===== src/hw/rtl/gpm_pkg.sv =====
// ----------------------------------------------------------------------------
// gpm_pkg: shared types and constants of the greedy pair matcher
// Field widths, op and register codes, sequencer states and reset values.
// ----------------------------------------------------------------------------
package gpm_pkg;

  localparam int MAX_CANDIDATES_DEF = 64;
  localparam int MAX_PAIRS_DEF      = 1024;
  localparam int HASH_BITS_DEF      = 48;

  localparam int HASH_PORT_W = 48;
  localparam int DIST_W      = 24;
  localparam int IDX_W       = 6;
  localparam int KIND_W      = 3;
  localparam int TOL_W       = 24;
  localparam int FRAC_W      = 16;
  localparam int CONF_W      = 17;
  localparam int DIVN_W      = TOL_W + FRAC_W;
  localparam int KEY_W       = DIST_W + 2 * IDX_W;
  localparam int CFG_IDX_W   = 2;

  localparam logic [TOL_W-1:0]  TOL_RESET       = 24'd100;
  localparam logic [KIND_W-1:0] KIND_POINT_LAST = 3'd1;
  localparam logic [KIND_W-1:0] KIND_LINE_LAST  = 3'd3;

  typedef enum logic [1:0] {
    OP_LOAD_REMOVED = 2'd0,
    OP_LOAD_ADDED   = 2'd1,
    OP_LOAD_PAIR    = 2'd2,
    OP_RUN          = 2'd3
  } op_t;

  typedef enum logic [CFG_IDX_W-1:0] {
    REG_POINT_TOL = 2'd0,
    REG_LINE_TOL  = 2'd1,
    REG_AREA_TOL  = 2'd2,
    REG_NONE      = 2'd3
  } reg_idx_t;

  typedef enum logic [3:0] {
    S_IDLE,
    S_FIND,
    S_ACC,
    S_ACC2,
    S_SORT,
    S_ADDR,
    S_DIVST,
    S_DIV,
    S_EMIT,
    S_EMPTY
  } state_t;

endpackage


===== src/hw/rtl/gpm_div.sv =====
// ----------------------------------------------------------------------------
// gpm_div: radix-2 restoring divider
// Produces one quotient bit per cycle; the low bits of the quotient come out.
// ----------------------------------------------------------------------------
module gpm_div (
  input  logic                       clk,
  input  logic                       rst,
  input  logic                       start,
  input  logic [gpm_pkg::DIVN_W-1:0] num,
  input  logic [gpm_pkg::TOL_W-1:0]  den,
  output logic                       busy,
  output logic [gpm_pkg::CONF_W-1:0] quo
);

  localparam int NW    = gpm_pkg::DIVN_W;
  localparam int DW    = gpm_pkg::TOL_W;
  localparam int CNT_W = $clog2(NW + 1);

  logic [DW-1:0]    rem;
  logic [NW-1:0]    sh;
  logic [CNT_W-1:0] cnt;
  logic [DW:0]      rem2;
  logic [DW:0]      diff;
  logic             ge;

  always_comb begin
    rem2 = {rem, sh[NW-1]};
    diff = rem2 - {1'b0, den};
    ge   = (rem2 >= {1'b0, den});
  end

  always_ff @(posedge clk) begin
    if (rst) begin
      busy <= 1'b0;
      cnt  <= '0;
    end else if (start) begin
      busy <= 1'b1;
      cnt  <= CNT_W'(NW);
      rem  <= '0;
      sh   <= num;
    end else if (busy) begin
      // shift in one quotient bit as one dividend bit leaves
      rem <= ge ? diff[DW-1:0] : rem2[DW-1:0];
      sh  <= {sh[NW-2:0], ge};
      cnt <= cnt - CNT_W'(1);
      if (cnt == CNT_W'(1)) begin
        busy <= 1'b0;
      end
    end
  end

  assign quo = sh[gpm_pkg::CONF_W-1:0];

endmodule


===== config.mk =====
export PLATFORM = sky130hd
export DESIGN_NAME = gpm_div
export DESIGN_NICKNAME = d
export VERILOG_FILES = /design/src/hw/rtl/gpm_pkg.sv /design/src/hw/rtl/gpm_div.sv
export SDC_FILE = /design/constraint.sdc
export NUM_CORES = 1
export LEC_CHECK = 0
export BUFFER_PORTS_ARGS = -buffer_cell sky130_fd_sc_hd__buf_2
export CORE_UTILIZATION = 45
export CTS_BUF_LIST = sky130_fd_sc_hd__clkbuf_16
export CTS_CLUSTER_DIAMETER = 40
export CTS_CLUSTER_SIZE = 25
export DETAILED_ROUTE_END_ITERATION = 12
export GPL_ROUTABILITY_DRIVEN = 1
export GPL_TIMING_DRIVEN = 0
export PLACE_DENSITY = 0.67
export SETUP_SLACK_MARGIN = 0.15
export SYNTH_ARGS = -nofsm -noshare
export SYNTH_HDL_FRONTEND = slang
export SYNTH_SLANG_ARGS = --single-unit

===== constraint.sdc =====
create_clock -name clk -period 4.8 [get_ports clk]
set_input_delay 0.48 -clock clk [delete_from_list [all_inputs] [get_ports clk]]
set_output_delay 0.48 -clock clk [all_outputs]
set_load 0.05 [all_outputs]

Yosys cells after proc, flatten, opt, wreduce, memory -nomap -nowiden
Index checks and enable logic that the tools add are counted.
- flip-flop bits (word level): 71
- bits in latches: 0
- bits in writable memories: 0
- ROM bits: 0
- word-level logic and storage cells: 22
- memories: 0
- add/subtract/negate cells: 2
- $mul: 0
- divide/modulo/power cells: 0
- $lt $le $gt $ge: 1
- equality and inequality tests: 1
- shifts and indexed selects: 0
- mux-type cells: 9
- bitwise logic cells: 1
- reductions and logical operators: 3
- operators with widths (kind ; count):
    $mux 40 ; 2
    $mux 24 ; 2
    $ge 25x24->1 ; 1
    $sub 24x24->24 ; 1
    $mux 6 ; 2
    $eq 6x1->1 const B ; 1
    $sub 6x1->6 const B ; 1
    $mux 1 ; 3
    $reduce_and 2->1 ; 1
    $reduce_bool 2->1 ; 1
    $reduce_or 2->1 ; 1
    $not 1->1 ; 1

Depth between registers and ports, before layout
- word-level depth: 4
- mapped depth: 12
- mapped depth without buffers: 12

Least setup slack after synthesis
No wires, ideal clock.
- path kind: in2reg
- start: in start
- end: reg rem[0] (enable)
- arrival time: 3.668 ns
- slack: 0.644 ns
- cell stages on the path: 4
- path buffers: 2
- cell sequence: buf_6 > clkbuf_1 > nor2_1 > nor2_1
- cells in the longest elaborated chain, start to end: 2
- RTL lines (element ; line ; source):
    start: declaration ; gpm_div.sv:8 ; input logic start,
    $reduce_bool 2->1 (no source line) ; -- ;
    $reduce_and 2->1 (no source line) ; -- ;
    end signal: assignment ; gpm_div.sv:43 ; rem <= ge ? diff[DW-1:0] : rem2[DW-1:0];
    end: declaration ; gpm_div.sv:19 ; logic [DW-1:0] rem;
No other way between the ends.
A chain may end at the register's enable or synchronous reset.

Worst setup path in the final report
- start: reg sh[39]
- end: reg rem[20], data pin
- cells in the longest elaborated chain, start to end: 3
- elaborated cells between the ends (all ways): 4
- those cells by class: add/sub (1); order compare (1); mux (2)
- RTL lines (element ; line ; source):
    start: declaration ; gpm_div.sv:20 ; logic [NW-1:0] sh;
    start signal: assignment ; gpm_div.sv:40 ; sh <= num;
    start signal: assignment ; gpm_div.sv:44 ; sh <= {sh[NW-2:0], ge};
    $sub 24x24->24 / $ge 25x24->1 (equally long branches) ; gpm_div.sv:28, gpm_div.sv:29 ;
    $mux 24 (*) ; gpm_div.sv:43 ;
    $mux 24 (*) ; gpm_div.sv:41 ; end else if (busy) begin
Mark *: on every way between the ends. The rest lies on a longest branch, timed or not. The select of a mux whose other input is x is not followed.

==> metrics.cfg <==
[floorplan]
num_rows = 36
die_h_um = 102.6
core_mm2 = 0.009774
dieArea_mm2 = 0.01052
die_x_um = 102.6
io_pins = 85
initial_utilization_pct = 46.56

[routing]
drt_iter0_drc = 98
drc_errors = 0
drtAntennaViolNets = 0
drtPass1Iterations = 4
vias = 3190
wire_per_inst_um = 13.78
routed_wl_um = 8707
viasPerCell = 5.047

[sta]
fin_crit_ns = 3.093
fmax_ghz = 0.3234
setup_viol = 0
finalCritPeriodShare_pct = 64.43
max_slew_margin_pct = 35.89
skew_ns = 0.01093
slew_violations = 0
worst_pin_slew_ns = 0.9594
hold_slack_ns = 0.4424
hold_violations = 0
rsz0062_at_grt = false
fin_tns_setup_ns = 0

[critical_path]
crit_end = rem[20]$_SDFFCE_PP0P_
crit_type = reg -> reg
ff2ff_setup_slack_ns = 1.71
crit_path_end_kind = flop
path_max_fanout = 3
critPathLaunchType = flop
critPathLaunch = sh[39]$_DFFE_PP_
reg2reg_depth = 12
r2r_end = rem[20]$_SDFFCE_PP0P_
r2r-start = sh[39]$_DFFE_PP_
worstPathArrival_ns = 3.16
crit_required_ns = 4.87

[pwr]
power.density_mw_per_mm2 = 371.1
ir_drop_mv = 0.1929
p_leak_uw = 0.002382
total_power_uw = 2041

[place]
port-buffer-count = 83
dpl.hpwl_um = 6488
dp_cells = 616
gp_congestion = 0.8116

[yosys]
synthCells = 399
syn-num-nets = 493
synth_seq_area_share_pct = 45.31
synth_edf_count = 64
synth_flop_cell = edfxtp_1
ys_types = 52
synth-seq-cells = 71
syn_avg_cell_area_um2 = 11.41
yosysWarnings = 0
syn_area_mm2 = 0.004551
async_flop_share_pct = 0

[clock_network]
cts_buffer_depth = 2
htree_levels = 3
post_cts_buffers = 0
cts_tree = done
cts_resized = 0
ctsHoldBuffers = 0
root_buffer = clkbuf_16
numCtsBuffers = 9
cts_sinks = 71
insertion_delay_ns = 0.33
clk_pin_slew_ns = 0.06

[grt]
antenna_found_initial = 1
first_global_vias = 3062
grt_pass1_wl_um = 14290
grt_max_degree = 35
grt.overflow.total = 0
grtUsageTotal_pct = 17.67

[outcome]
outcome = finished clean

[layout]
stdcell_count = 632
fin_util_pct = 56.26
diodes = 0
areaGrowthSynthToFinish_pct = 20.84
nets = 588
drive_gt1_share_pct = 36.47
fillers = 886

[flow_run]
maxCapViolations = 0

[hold_path]
min_path_type = in -> reg

worst min-delay path by stage:
stage                        start                   to  slack (ns)  cells past startpoint
2_1_floorplan  cnt[1]$_SDFFE_PP0P_  cnt[1]$_SDFFE_PP0P_        0.47                      2
3_3_place_gp   cnt[1]$_SDFFE_PP0P_  cnt[1]$_SDFFE_PP0P_        0.49                      2
3_5_place_dp   cnt[5]$_SDFFE_PP0N_      busy$_SDFF_PP0_        0.49                      1
4_1_cts                        rst  cnt[3]$_SDFFE_PP0N_        0.43                      2
5_1_grt                     num[1]      sh[1]$_DFFE_PP_        0.45                      2
6_report                       rst  cnt[3]$_SDFFE_PP0N_        0.44                      2
cells in the mapped netlist (2+ instances only):
cell type | number | area (µm²)
edfxtp_1 | 64 | 1922
nor2_1 | 41 | 153.9
mux2_2 | 40 | 450.4
inv_1 | 30 | 112.6
ha_1 | 26 | 325.3
xnor2_1 | 19 | 166.4
mux2i_1 | 18 | 180.2
a21oi_1 | 17 | 85.08
buf_4 | 17 | 127.6
nand2_1 | 15 | 56.30
a21o_1 | 9 | 67.56
nand3_1 | 9 | 45.04
nor3_1 | 9 | 45.04
clkbuf_1 | 8 | 30.03
dfxtp_1 | 7 | 140.1
buf_6 | 5 | 56.30
o21ai_0 | 5 | 25.02
xor2_1 | 5 | 43.79
o21ai_2 | 4 | 35.03
a211oi_1 | 3 | 22.52
a211oi_2 | 3 | 37.54
a21oi_2 | 3 | 26.28
a31oi_1 | 3 | 18.77
and3_1 | 3 | 18.77
nand2b_1 | 3 | 18.77
a221oi_2 | 2 | 30.03
a31oi_4 | 2 | 42.54
nor2b_1 | 2 | 12.51
o211ai_1 | 2 | 15.01
o21a_1 | 2 | 15.01
or3_1 | 2 | 12.51
registers in the layout, indices dropped and copies added, names as in the netlist:
register,cells
sh,40
rem,24
cnt,6
busy,1
per-stage QoR:
stage | cell area (µm²) | setup slack, ns
after CTS | 5499 | 1.692
after global placement | 5132 | -0.8086
after floorplan | 4551 | 0.6442
after detailed placement | 5160 | 1.476
after global routing | 5499 | 1.509
final | 5499 | 1.707
cell families after synthesis:
kind of cell	Yosys count	synth area share, %
and+or+nand+nor	93	9.486
DFF	71	45.31
AOI/OAI and AO/OA	66	11.96
buffers and inverters	60	7.176
muxes	58	13.86
adders and majority gates	27	7.589
xor gates and xnor gates	24	4.619
layout make-up:
cell class | instances | area, µm² | share of cell area, %
multi-input cells | 268 | 2170 | 39.45
flip-flops and latches | 71 | 2062 | 37.50
repair buffers | 84 | 435.4 | 7.918
clock buffers | 9 | 225.2 | 4.096
plain buffers | 30 | 214.0 | 3.891
well taps | 133 | 166.4 | 3.026
clock inverters | 7 | 113.9 | 2.071
inverters | 30 | 112.6 | 2.048
placed cells by master (no fill, tap or decap), types with 15 or more instances in the layout:
master,count
nand2_1,15
mux2_2,40
buf_4,17
xnor2_1,19
a21oi_1,17
edfxtp_1,64
nor2_1,40
buf_2,83
ha_1,26
inv_1,31
mux2i_1,18
per-layer routing:
metal  share of wire, %  wire (µm)  track usage (%)
met5                  0          0                0
met4                1.1         93            5.495
met3                5.0        431            4.475
met2                 48       4172            28.87
met1                 46       4010            23.06
worst max-delay path, stage by stage, from the launching register on:
cell	delay (ns)
edfxtp_1	0.35
inv_1	0.05
ha_1	0.21
fa_1	0.41
nand2b_1	0.17
a21oi_1	0.29
a31oi_2	0.20
o22a_2	0.28
a221oi_2	0.40
a31oi_1	0.15
xnor2_1	0.14
mux2i_1	0.13
nor2_1	0.05
where the power goes:
part,switching [µW],internal (µW)
registers,25.2,742
clock network,258,505
logic,278,233
total,561,1480
Note: power is estimated with default switching activity, not from simulation.
