<file path="src/hw/rtl/gpm_ram.sv">
// ----------------------------------------------------------------------------
// gpm_ram: simple dual-port memory
// One write port and one read port with registered read data.
// ----------------------------------------------------------------------------
module gpm_ram #(
  parameter int W  = 8,
  parameter int D  = 4,
  parameter int AW = (D > 1) ? $clog2(D) : 1
) (
  input  logic          clk,
  input  logic          we,
  input  logic [AW-1:0] waddr,
  input  logic [W-1:0]  wdata,
  input  logic [AW-1:0] raddr,
  output logic [W-1:0]  rdata
);

  logic [W-1:0] mem [D];

  always_ff @(posedge clk) begin
    if (we) begin
      mem[waddr] <= wdata;
    end
    rdata <= mem[raddr];
  end

endmodule

</file>
<file path="config.mk">
export PLATFORM = sky130hd
export DESIGN_NAME = gpm_ram
export DESIGN_NICKNAME = d
export VERILOG_FILES = /design/src/hw/rtl/gpm_ram.sv
export SDC_FILE = /design/constraint.sdc
export NUM_CORES = 1
export LEC_CHECK = 0
export BUFFER_PORTS_ARGS = -buffer_cell sky130_fd_sc_hd__buf_2
export CORE_MARGIN = 2
export CORE_UTILIZATION = 40
export CTS_CLUSTER_DIAMETER = 100
export DETAILED_ROUTE_END_ITERATION = 7
export PLACE_DENSITY_LB_ADDON = 0.1
export SLEW_MARGIN = 20
export SYNTH_ARGS = -nofsm -noshare
export SYNTH_HDL_FRONTEND = slang
export SYNTH_SLANG_ARGS = --single-unit
</file>
<file path="constraint.sdc">
create_clock -name clk -period 1.6 [get_ports clk]
set_input_delay 0.4 -clock clk [delete_from_list [all_inputs] [get_ports clk]]
set_output_delay 0.4 -clock clk [all_outputs]
set_load 0.01 [all_outputs]
</file>
After elaboration in Yosys (flattened, before gate mapping)
Memories as Yosys holds them, arrays and structs flattened. A register that Yosys moved wholly into a read port is not among the register bits.
Index checks and enable logic that the tools add are counted.
- mux-type cells: 2
- operators with widths (kind ; count):
    $mux W1 ; 2
- RAM bits: 32
- memories: 1
- input port bits: 14
- logic and storage cells: 3
- output and inout port bits: 8
- bits in registers: 0
- memories (name ; words ; width ; rd ports ; clocked after Yosys merged registers in ; write ports ; RTL line ; text):
    mem ; 4 ; 8 ; 1 ; 1 ; 1 ; 18 ; logic [W-1:0] mem [D];

Logic depth before layout (Yosys ltp)
Gate-level depths: netlist of run 1.
- word-level depth: 2
- gate-level depth with buffers: 2
- mapped depth without buffers: 1

Least setup slack after synthesis of run 1
Ideal clock, no wire load.
- path type: input-to-reg
- from: input port waddr[0]
- to: memory mem[0][0], enable pin
- arrival time: 1.079 ns
- buffers on the path: 0
- library setup time: 0.385 ns
- path slack: 0.136 ns
- required time: 1.215 ns
- stages: 1
- cell sequence: nor3b_1
- RTL lines (element ; RTL line ; text):
    from (decl) ; 12 ; input logic [AW-1:0] waddr,
    to (decl) ; 18 ;
Straight into the memory's write port.

Worst setup path after layout of run 1
- from: register rdata[2] (read register of mem)
- to: output port rdata[2]
- RTL lines (element ; RTL line ; text):
    from (decl) ; 15 ; output logic [W-1:0] rdata
No word-level cell between the ends.

==> results_tabular.tex, run 1 <==
\begin{tabular}{lr}
\hline
Metric & Value \\
\hline
\multicolumn{2}{l}{\textbf{Timing}} \\
Final number of max-transition violations & 0 \\
Sum Neg Setup Slack & 0 ns \\
Rel. slew slack & 71.5\% \\
Endpoints failing setup & 0 \\
Max Clock Freq & 838 MHz \\
Worst setup skew after layout & 0.00810 ns \\
Post-layout minimum cycle time & 1.19 ns \\
Number of hold-slack violations in the final timing report & 0 \\
Final critical-path share of the clock period & 74.6\% \\
Min setup slack post-route & 0.407 ns \\
Transition time of the tightest slew-check pin & 0.427 ns \\
RSZ-0062 raised after global routing & no \\
\multicolumn{2}{l}{\textbf{Detailed routing}} \\
Drt total wl & 1.80 mm \\
Total vias in the final route & 591 \\
Avg Vias per Cell & 4.62 \\
Detailed-route DRC error count & 0 \\
Routed wirelength normalized by instance count & 14.0 microns \\
Post-detailed-route count of antenna-violating nets & 0 \\
Number of detailed-routing iterations run before antenna repair & 4 \\
DRT iter0 DRCs & 17 \\
\multicolumn{2}{l}{\textbf{Final layout}} \\
Area added between synthesis and finish & 16.8\% \\
Fill cell total of the finished layout & 283 \\
Final instance area & 1580 sq um \\
Proportion of layout cells with a drive suffix above 1 & 46.3\% \\
Final \#Nets & 96 \\
Utilization after layout & 48.0\% \\
Number of inserted diodes & 0 \\
\multicolumn{2}{l}{\textbf{Die}} \\
Initial standard-cell utilization of the core & 41.1\% \\
Chip width & 62.1 microns \\
I/O pin cnt & 22 \\
Site row count & 21 \\
DIE HEIGHT & 62.1 microns \\
Floorplan core area & 3280 sq um \\
Die footprint & 3850 sq um \\
\multicolumn{2}{l}{\textbf{Setup path}} \\
Count of buffering cells on the critical path with inverters included & 1 \\
Critical path start-end classification & flip-flop to output pin \\
Element type at the critical path start & flip-flop \\
Crit end category & output pin \\
CP peak stage delay & 0.33 ns \\
Endpoint arrival time on the critical path & 0.79 ns \\
Critical register-to-register path endpoint & rdata[6] \\
Cells along the critical path & buf\_2 \\
Req. time, crit path & 1.20 ns \\
Worst-case reg-to-reg path depth & 1 \\
Cell type of the slowest stage on the worst timing path & dfxtp\_1 \\
Reg2Reg Setup Slack & 0.65 ns \\
Worst R2R Start & mem[3][6] \\
Gate family responsible for the most delay along the worst path & flip-flops \\
Highest net fanout along the worst path & 1 \\
\multicolumn{2}{l}{\textbf{Logic synthesis}} \\
Area fraction of the dominant cell type after synthesis & 71.2\% \\
Number of instances in the synthesized netlist & 54 \\
Post-synth EDFFs & 32 \\
Top FF cell, synth & edfxtp\_1 \\
Syn nets & 68 \\
Yosys cell types & 8 \\
Share of synthesized area occupied by flip-flops and latches & 83.1\% \\
Post-synthesis async set-or-reset flop share & 0\% \\
Ranking of synthesized cells by area & edfxtp\_1 71\%, mux4\_2 13\%, dfxtp\_1 12\% \\
Syn\_area\_per\_cell & 25.0 sq um \\
Synth cell count leaders & 32 x edfxtp\_1, 8 x dfxtp\_1, 8 x mux4\_2 \\
Warnings, synthesis & 0 \\
Summed instance area of the synthesized netlist & 1350 sq um \\
Flop and latch count out of synthesis & 40 \\
Biggest area consumer among synthesized cells & edfxtp\_1 \\
Most used standard cell by instance count after synthesis & edfxtp\_1 \\
\multicolumn{2}{l}{\textbf{CTS}} \\
Number of clock sinks seen by CTS & 40 \\
TritonCTS Buffers & 5 \\
Insertion delay of the later-clocked pin in the worst-skew pair & 0.34 ns \\
H-Tree Depth & 2 \\
Clock edge transition at the registers on the reported setup and hold paths & 0.11 ns \\
Setup bufs post-CTS & 0 \\
TritonCTS clock tree & done \\
Post-cts hold buffer count & 0 \\
Post-CTS resize count & 0 \\
Buffer cell driving the clock tree root & clkbuf\_4 \\
CTS max path bufs & 2 \\
\multicolumn{2}{l}{\textbf{GRT}} \\
Pin count of the biggest net entering global routing & 12 \\
Met2 demand-to-capacity share in global routing & 18.5\% \\
Global-route congestion overflow total & 0 \\
Met1 usage in global routing & 12.5\% \\
Vias in the first global route & 579 \\
Most congested layer reported by global routing & met2 \\
First-pass GRT wire length & 2.84 mm \\
GR Layer Usage met3 & 7.66\% \\
Antenna violations before repair & 0 \\
Total GRT Usage & 12.1\% \\
\multicolumn{2}{l}{\textbf{Pwr}} \\
Leakage dissipation & 0.564 nW \\
Total Power Consumption & 1.85 mW \\
Power per cell area & 1180 nW/um\^{}2 \\
Worst ir drop on vdd & 0.000579 V \\
\multicolumn{2}{l}{\textbf{Hold path}} \\
Hold path cells & 1 \\
Launch point of the worst hold path & wdata[1] \\
Hold Crit Class & input port to flip-flop \\
Endpoint of the worst hold-timing path & mem[1][1] \\
\multicolumn{2}{l}{\textbf{Placed design}} \\
Worst slack at placement & 0.238 ns \\
Standard cell area after detailed placement & 1510 sq um \\
Placer Congestion & 0.643 \\
Port bufs & 21 \\
\multicolumn{2}{l}{\textbf{Job}} \\
Number of maximum-capacitance violations & 0 \\
\multicolumn{2}{l}{\textbf{Outcome}} \\
Status & completed \\
\hline
\end{tabular}
[how the worst max path moves through the flow]
| stage | start | cells past startpoint | to | slack (ns) |
|---|---|---|---|---|
| floorplan | waddr[0] | 1 | mem[0][0] | 0.14 |
| global placement | raddr[0] | 2 | rdata[4] | 0.25 |
| detailed placement | raddr[0] | 2 | rdata[1] | 0.24 |
| CTS | rdata[2] | 1 | rdata[2] | 0.39 |
| global route | rdata[4] | 1 | rdata[4] | 0.34 |
| finish | rdata[2] | 1 | rdata[2] | 0.41 |
[layout make-up]
cell class | instances | area, sq um | area share, %
multi-input cells | 12 | 211 | 13.4
flip-flops and latches | 40 | 1120 | 71.2
repair buffers | 23 | 120 | 7.63
clock buffers | 7 | 65.1 | 4.13
well taps | 46 | 57.6 | 3.65
[logic make-up after synthesis]
logic type,share of synthesized area [%]
simple gates,2.32
flops,83.1
mux,13.4
buf+inv,1.21
[power by group]
part / switching (mW) / total (mW) / internal (mW)
Sequential: 0.0120 / 1.20 / 1.18
Combinational: 0.0554 / 0.114 / 0.0587
Clock: 0.296 / 0.545 / 0.249
Total: 0.363 / 1.85 / 1.49
[flip-flops by register name, summed over array words and instances, names as in the netlist]
name   cells
mem       32
rdata      8
[metal layers]
layer	vias up	wire length (microns)	share of wire (%)
met5	-	0	0
met4	0	49	2.7
met3	5	131	7.3
met2	17	881	49
met1	291	733	41
li1	278	-	-
[through the flow]
stage          instances  hold slack, ns
2_1_floorplan         54           0.499
3_3_place_gp         121           0.535
3_5_place_dp         121           0.539
4_1_cts              128           0.258
5_1_grt              128           0.245
6_report             128           0.267
[placed cells by master (no fill, tap or decap), drive strengths merged]
cell type / synthesis / routed
edfxtp: 32 / 32
buf: 1 / 23
mux4: 8 / 8
dfxtp: 8 / 8
clkbuf: 1 / 7
and3b: 2 / 2
nor3b: 1 / 1
and3: 1 / 1
Power figures use the tool's default switching activity.
==> inputs of run 2 (changes only) <==
==> constraint.sdc (replaced) <==
create_clock -name clk -period 1.1 [get_ports clk]
set_input_delay 0.275 -clock clk [delete_from_list [all_inputs] [get_ports clk]]
set_output_delay 0.275 -clock clk [all_outputs]
set_load 0.01 [all_outputs]
==> results_tabular.tex, run 2 (synthesis gave the netlist of run 1 again) <==
\begin{tabular}{lr}
\hline
Metric & Value \\
\hline
\multicolumn{2}{l}{\textbf{Final layout}} \\
Final \#Nets & 99 (+3.1\%) \\
Area added between synthesis and finish & 27.4\% \\
Register ranked first by flip-flop count & mem \\
Most common cell after layout, fill and taps aside & edfxtp\_1 \\
Most frequent cells in the layout & 32 x edfxtp\_1, 15 x buf\_2, 8 x mux4\_2 \\
Final instance area & 1720 sq um (+9.1\%) \\
Largest registers ranked by flip-flop count & mem (32), rdata (8) \\
Number of flip-flops under the largest register name & 32 (unchanged) \\
Number of inserted diodes & 0 (unchanged) \\
Proportion of layout cells with a drive suffix above 1 & 55.8\% (+9.5 points) \\
\multicolumn{2}{l}{\textbf{Die}} \\
Chip width & 62.1 microns (unchanged) \\
Die footprint & 3850 sq um (unchanged) \\
I/O pin cnt & 22 (unchanged) \\
Site row count & 21 (unchanged) \\
Initial standard-cell utilization of the core & 41.1\% (unchanged) \\
Floorplan core area & 3280 sq um (unchanged) \\
DIE HEIGHT & 62.1 microns (unchanged) \\
\multicolumn{2}{l}{\textbf{GRT}} \\
Antenna violations before repair & 0 (unchanged) \\
Global-route congestion overflow total & 0 (unchanged) \\
Pin count of the biggest net entering global routing & 13 (+1) \\
Vias in the first global route & 646 (+12\%) \\
Total GRT Usage & 12.6\% (+0.56 points) \\
First-pass GRT wire length & 3.02 mm (+6.3\%) \\
\multicolumn{2}{l}{\textbf{Setup path}} \\
Crit end category & output pin \\
Cell count along the critical path & 1 (unchanged) \\
Gate family responsible for the most delay along the worst path & flip-flops \\
Count of buffering cells on the critical path with inverters included & 1 (unchanged) \\
Cells along the critical path & buf\_6 \\
Worst-case reg-to-reg path depth & 1 (unchanged) \\
CP peak stage delay & 0.34 ns (about the same) \\
Endpoint arrival time on the critical path & 0.79 ns (about the same) \\
Cell type of the slowest stage on the worst timing path & dfxtp\_2 \\
Element type at the critical path start & flip-flop \\
Critical path start-end classification & flip-flop to output pin \\
Highest net fanout along the worst path & 1 (unchanged) \\
Req. time, crit path & 0.82 ns (-0.38 ns) \\
\multicolumn{2}{l}{\textbf{Placed design}} \\
Port bufs & 21 (unchanged) \\
Placer Congestion & 0.621 (-3.5\%) \\
Standard cell area after detailed placement & 1590 sq um (+5.1\%) \\
\multicolumn{2}{l}{\textbf{CTS}} \\
Clock edge transition at the registers on the reported setup and hold paths & 0.11 ns (about the same) \\
Buffer cell driving the clock tree root & clkbuf\_4 \\
CTS max path bufs & 2 (unchanged) \\
Post-CTS resize count & 0 (unchanged) \\
H-Tree Depth & 2 (unchanged) \\
TritonCTS clock tree & done \\
Number of clock sinks seen by CTS & 40 (unchanged) \\
Post-cts hold buffer count & 0 (unchanged) \\
Setup bufs post-CTS & 0 (unchanged) \\
Insertion delay of the later-clocked pin in the worst-skew pair & 0.34 ns (about the same) \\
TritonCTS Buffers & 5 (unchanged) \\
\multicolumn{2}{l}{\textbf{Timing}} \\
Final critical-path share of the clock period & 97.0\% \\
Number of hold-slack violations in the final timing report & 0 (unchanged) \\
Endpoints failing setup & 0 (unchanged) \\
Final number of max-transition violations & 0 (unchanged) \\
Rel. slew slack & 85.8\% (+14 points) \\
Transition time of the tightest slew-check pin & 0.213 ns (-0.214 ns) \\
Max Clock Freq & 937 MHz \\
Worst setup skew after layout & 0.00650 ns (-0.00160 ns) \\
Sum Neg Setup Slack & 0 ns (unchanged) \\
RSZ-0062 raised after global routing & yes \\
Post-layout minimum cycle time & 1.07 ns \\
\multicolumn{2}{l}{\textbf{Detailed routing}} \\
Post-detailed-route count of antenna-violating nets & 0 (unchanged) \\
Routed wirelength normalized by instance count & 14.2 microns (+0.86\%) \\
DRT iter0 DRCs & 21 (+4) \\
Number of detailed-routing iterations run before antenna repair & 4 (unchanged) \\
Detailed-route DRC error count & 0 (unchanged) \\
Avg Vias per Cell & 4.73 (+2.4\%) \\
Drt total wl & 1.87 mm (+4.0\%) \\
Total vias in the final route & 624 (+5.6\%) \\
\multicolumn{2}{l}{\textbf{Hold path}} \\
Hold path cells & 1 (unchanged) \\
Hold Crit Class & input port to flip-flop \\
\multicolumn{2}{l}{\textbf{Pwr}} \\
Total Power Consumption & 2.94 mW (+59\%) \\
Leakage dissipation & 0.616 nW (+9.3\%) \\
Power per cell area & 1710 nW/um\^{}2 (+45\%) \\
Worst ir drop on vdd & 0.000688 V (+19\%) \\
\multicolumn{2}{l}{\textbf{Job}} \\
Number of maximum-capacitance violations & 0 (unchanged) \\
\multicolumn{2}{l}{\textbf{Outcome}} \\
Status & completed \\
\hline
\end{tabular}
==> run 2: changes by cell type in the layout (fill, tap and decap cells not counted), sizes merged <==
cell    delta
clkbuf     -1
clkinv     +1
bufinv     +1
buf        +3
==> run 2: final timing paths <==
| kind | from | slack (ns) | end |
|---|---|---|---|
| hold reg to reg | mem[2][5] | 0.56 | rdata[5] |
| hold / removal | wdata[0] | 0.14 | mem[2][0] |
| setup / recovery | rdata[3] | 0.03 | rdata[3] |
| setup reg to reg | mem[0][6] | 0.15 | rdata[6] |
==> run 2: power by group <==
group / internal (mW) / switching, mW
sequential: 1.73 / 0.0226
clock: 0.534 / 0.441
combinational: 0.132 / 0.0864
==> run 2: through the flow <==
stage	util (%)	std cells	hold slack (ns)	setup WS [ns]
final	52.3	132	0.138	0.0327
after global routing	52.3	132	0.125	-0.0144
after CTS	50.9	132	0.130	0.00587
after detailed placement	48.3	124	0.497	-0.0416
after global placement	48.3	124	0.489	-0.0394
after floorplan	-	54	0.374	0.0383
==> run 2: layout make-up <==
class                   instances  area, sq um
fillers                       281         1570
clock inverters                 2         33.8
flip-flops and latches         40         1130
repair buffers                 26          230
multi-input cells              12          216
clock buffers                   6         51.3
well taps                      46         57.6
==> run 2: per-layer routing <==
layer	GRT usage (%)	routed length [microns]
met1	11.9	714
met2	21.3	988
met3	5.38	97
met4	10.0	67
met5	0	0
==> inputs of run 3 (changes only) <==
--- a/config.mk
+++ b/config.mk
@@ -10,6 +10,7 @@
 export CORE_UTILIZATION = 40
 export CTS_CLUSTER_DIAMETER = 100
 export DETAILED_ROUTE_END_ITERATION = 7
+export MAX_ROUTING_LAYER = met4
 export PLACE_DENSITY_LB_ADDON = 0.1
 export SLEW_MARGIN = 20
 export SYNTH_ARGS = -nofsm -noshare
==> results_tabular.tex, run 3 (synthesis gave the netlist of run 1 again) <==
\begin{tabular}{lr}
\hline
Metric & Value \\
\hline
\multicolumn{2}{l}{\textbf{Placed design}} \\
Port bufs & 21 (unchanged) \\
Placer Congestion & 0.626 (+0.74\%) \\
\multicolumn{2}{l}{\textbf{Timing}} \\
Transition time of the tightest slew-check pin & 0.213 ns (+0.000184 ns) \\
Sum Neg Setup Slack & 0 ns (unchanged) \\
Max Clock Freq & 936 MHz (-0.13\%) \\
Endpoints failing setup & 0 (unchanged) \\
Rel. slew slack & 85.8\% (about the same) \\
Final number of max-transition violations & 0 (unchanged) \\
Post-layout minimum cycle time & 1.07 ns (+0.00140 ns) \\
Final critical-path share of the clock period & 97.2\% (+0.13 points) \\
Worst setup skew after layout & 0.00721 ns (+0.000714 ns) \\
Number of hold-slack violations in the final timing report & 0 (unchanged) \\
RSZ-0062 raised after global routing & yes \\
\multicolumn{2}{l}{\textbf{Detailed routing}} \\
Number of detailed-routing iterations run before antenna repair & 4 (unchanged) \\
Drt total wl & 1.87 mm (+0.16\%) \\
Avg Vias per Cell & 4.69 (-0.80\%) \\
Total vias in the final route & 619 (-0.80\%) \\
Max layer used & met4 \\
Post-detailed-route count of antenna-violating nets & 0 (unchanged) \\
Wire length on met2 & 983 microns (-0.51\%) \\
Routed wirelength normalized by instance count & 14.2 microns (+0.16\%) \\
Detailed-route DRC error count & 0 (unchanged) \\
DRT iter0 DRCs & 24 (+14\%) \\
DRT met1 WL & 725 microns (+1.5\%) \\
Met3 Routed Length & 94 microns (-3.1\%) \\
\multicolumn{2}{l}{\textbf{Setup path}} \\
Worst setup path startpoint & rdata[4] \\
Highest net fanout along the worst path & 1 (unchanged) \\
Cells along the critical path & buf\_6 \\
Count of buffering cells on the critical path with inverters included & 1 (unchanged) \\
Endpoint arrival time on the critical path & 0.79 ns (about the same) \\
Worst-case reg-to-reg path depth & 1 (unchanged) \\
Cell type of the slowest stage on the worst timing path & dfxtp\_2 \\
Critical path endpoint & rdata[4] \\
Crit end category & output pin \\
CP peak stage delay & 0.34 ns (about the same) \\
Worst R2R Start & mem[0][6] \\
Cell count along the critical path & 1 (unchanged) \\
Critical register-to-register path endpoint & rdata[6] \\
Gate family responsible for the most delay along the worst path & flip-flops \\
Critical path start-end classification & flip-flop to output pin \\
Element type at the critical path start & flip-flop \\
Reg2Reg Setup Slack & 0.15 ns (about the same) \\
Req. time, crit path & 0.82 ns (about the same) \\
\multicolumn{2}{l}{\textbf{Pwr}} \\
Leakage dissipation & 0.616 nW (unchanged) \\
Worst ir drop on vdd & 0.000682 V (-0.76\%) \\
Power per cell area & 1710 nW/um\^{}2 (about the same) \\
Total Power Consumption & 2.94 mW (about the same) \\
\multicolumn{2}{l}{\textbf{CTS}} \\
Number of clock sinks seen by CTS & 40 (unchanged) \\
TritonCTS Buffers & 5 (unchanged) \\
H-Tree Depth & 2 (unchanged) \\
Setup bufs post-CTS & 0 (unchanged) \\
CTS max path bufs & 2 (unchanged) \\
Clock edge transition at the registers on the reported setup and hold paths & 0.11 ns (about the same) \\
Insertion delay of the later-clocked pin in the worst-skew pair & 0.35 ns (about the same) \\
Post-cts hold buffer count & 0 (unchanged) \\
Post-CTS resize count & 0 (unchanged) \\
TritonCTS clock tree & done \\
Buffer cell driving the clock tree root & clkbuf\_4 \\
\multicolumn{2}{l}{\textbf{GRT}} \\
Total GRT Usage & 13.1\% (+0.40 points) \\
Global-route congestion overflow total & 0 (unchanged) \\
First-pass GRT wire length & 3.02 mm (unchanged) \\
Pin count of the biggest net entering global routing & 13 (unchanged) \\
Antenna violations before repair & 0 (unchanged) \\
Vias in the first global route & 646 (unchanged) \\
\multicolumn{2}{l}{\textbf{Final layout}} \\
Most common cell after layout, fill and taps aside & edfxtp\_1 \\
Fill cell total of the finished layout & 281 (unchanged) \\
Final \#Nets & 99 (unchanged) \\
Proportion of layout cells with a drive suffix above 1 & 55.8\% (unchanged) \\
Largest registers ranked by flip-flop count & mem (32), rdata (8) \\
Area added between synthesis and finish & 27.4\% (unchanged) \\
Most frequent cells in the layout & 32 x edfxtp\_1, 15 x buf\_2, 8 x mux4\_2 \\
Number of flip-flops under the largest register name & 32 (unchanged) \\
Number of inserted diodes & 0 (unchanged) \\
Register ranked first by flip-flop count & mem \\
\multicolumn{2}{l}{\textbf{Die}} \\
Initial standard-cell utilization of the core & 41.1\% (unchanged) \\
DIE HEIGHT & 62.1 microns (unchanged) \\
Chip width & 62.1 microns (unchanged) \\
Site row count & 21 (unchanged) \\
Die footprint & 3850 sq um (unchanged) \\
I/O pin cnt & 22 (unchanged) \\
Floorplan core area & 3280 sq um (unchanged) \\
\multicolumn{2}{l}{\textbf{Outcome}} \\
Status & completed \\
\multicolumn{2}{l}{\textbf{Hold path}} \\
Hold Crit Class & input port to flip-flop \\
\multicolumn{2}{l}{\textbf{Job}} \\
Number of maximum-capacitance violations & 0 (unchanged) \\
\hline
\end{tabular}
[run 3: cell counts in the layout (fill, tap and decap cells not counted)]
No cell type changed its count.
[run 3: cell type report]
cell class / count / area [sq um] / area share (%)
multi-input combinational: 12 / 216 / 12.6
sequential: 40 / 1130 / 65.7
clock buffer: 6 / 51.3 / 2.99
clock inverter: 2 / 33.8 / 1.97
timing repair buffer: 26 / 230 / 13.4
tap: 46 / 57.6 / 3.35
[run 3: per-stage QoR]
| step | cell area [sq um] | hold WS (ns) | util [%] | cells | setup slack, ns |
|---|---|---|---|---|---|
| after floorplan | 1350 | 0.374 | - | 54 | 0.0383 |
| after global placement | 1590 | 0.489 | 48.3 | 124 | -0.0394 |
| after detailed placement | 1590 | 0.497 | 48.3 | 124 | -0.0416 |
| after CTS | 1670 | 0.130 | 50.9 | 132 | 0.00587 |
| after global routing | 1720 | 0.125 | 52.3 | 132 | -0.0144 |
| final | 1720 | 0.137 | 52.3 | 132 | 0.0313 |
[run 3: worst min path at each step]
stage	start	to	slack (ns)	cells after the start
after floorplan	wdata[0]	mem[0][0]	0.37	0
after global placement	wdata[7]	mem[2][7]	0.49	1
after detailed placement	wdata[5]	mem[0][5]	0.50	1
after CTS	wdata[4]	mem[1][4]	0.13	1
after global routing	wdata[7]	mem[1][7]	0.12	1
final	wdata[0]	mem[2][0]	0.14	1
[run 3: routing by layer]
layer | global-route usage, % | up-vias
met5 | - | -
met4 | 10.0 | 0
li1 | - | 283
met2 | 21.3 | 18
met3 | 5.38 | 7
met1 | 11.9 | 311
[run 3: where the power goes]
part           total [mW]  switching (mW)  leakage [nW]  internal, mW
logic               0.218          0.0865         0.209         0.132
clock network       0.975           0.441        0.0459         0.534
registers            1.75          0.0227         0.361          1.73
total                2.94           0.551         0.616          2.39
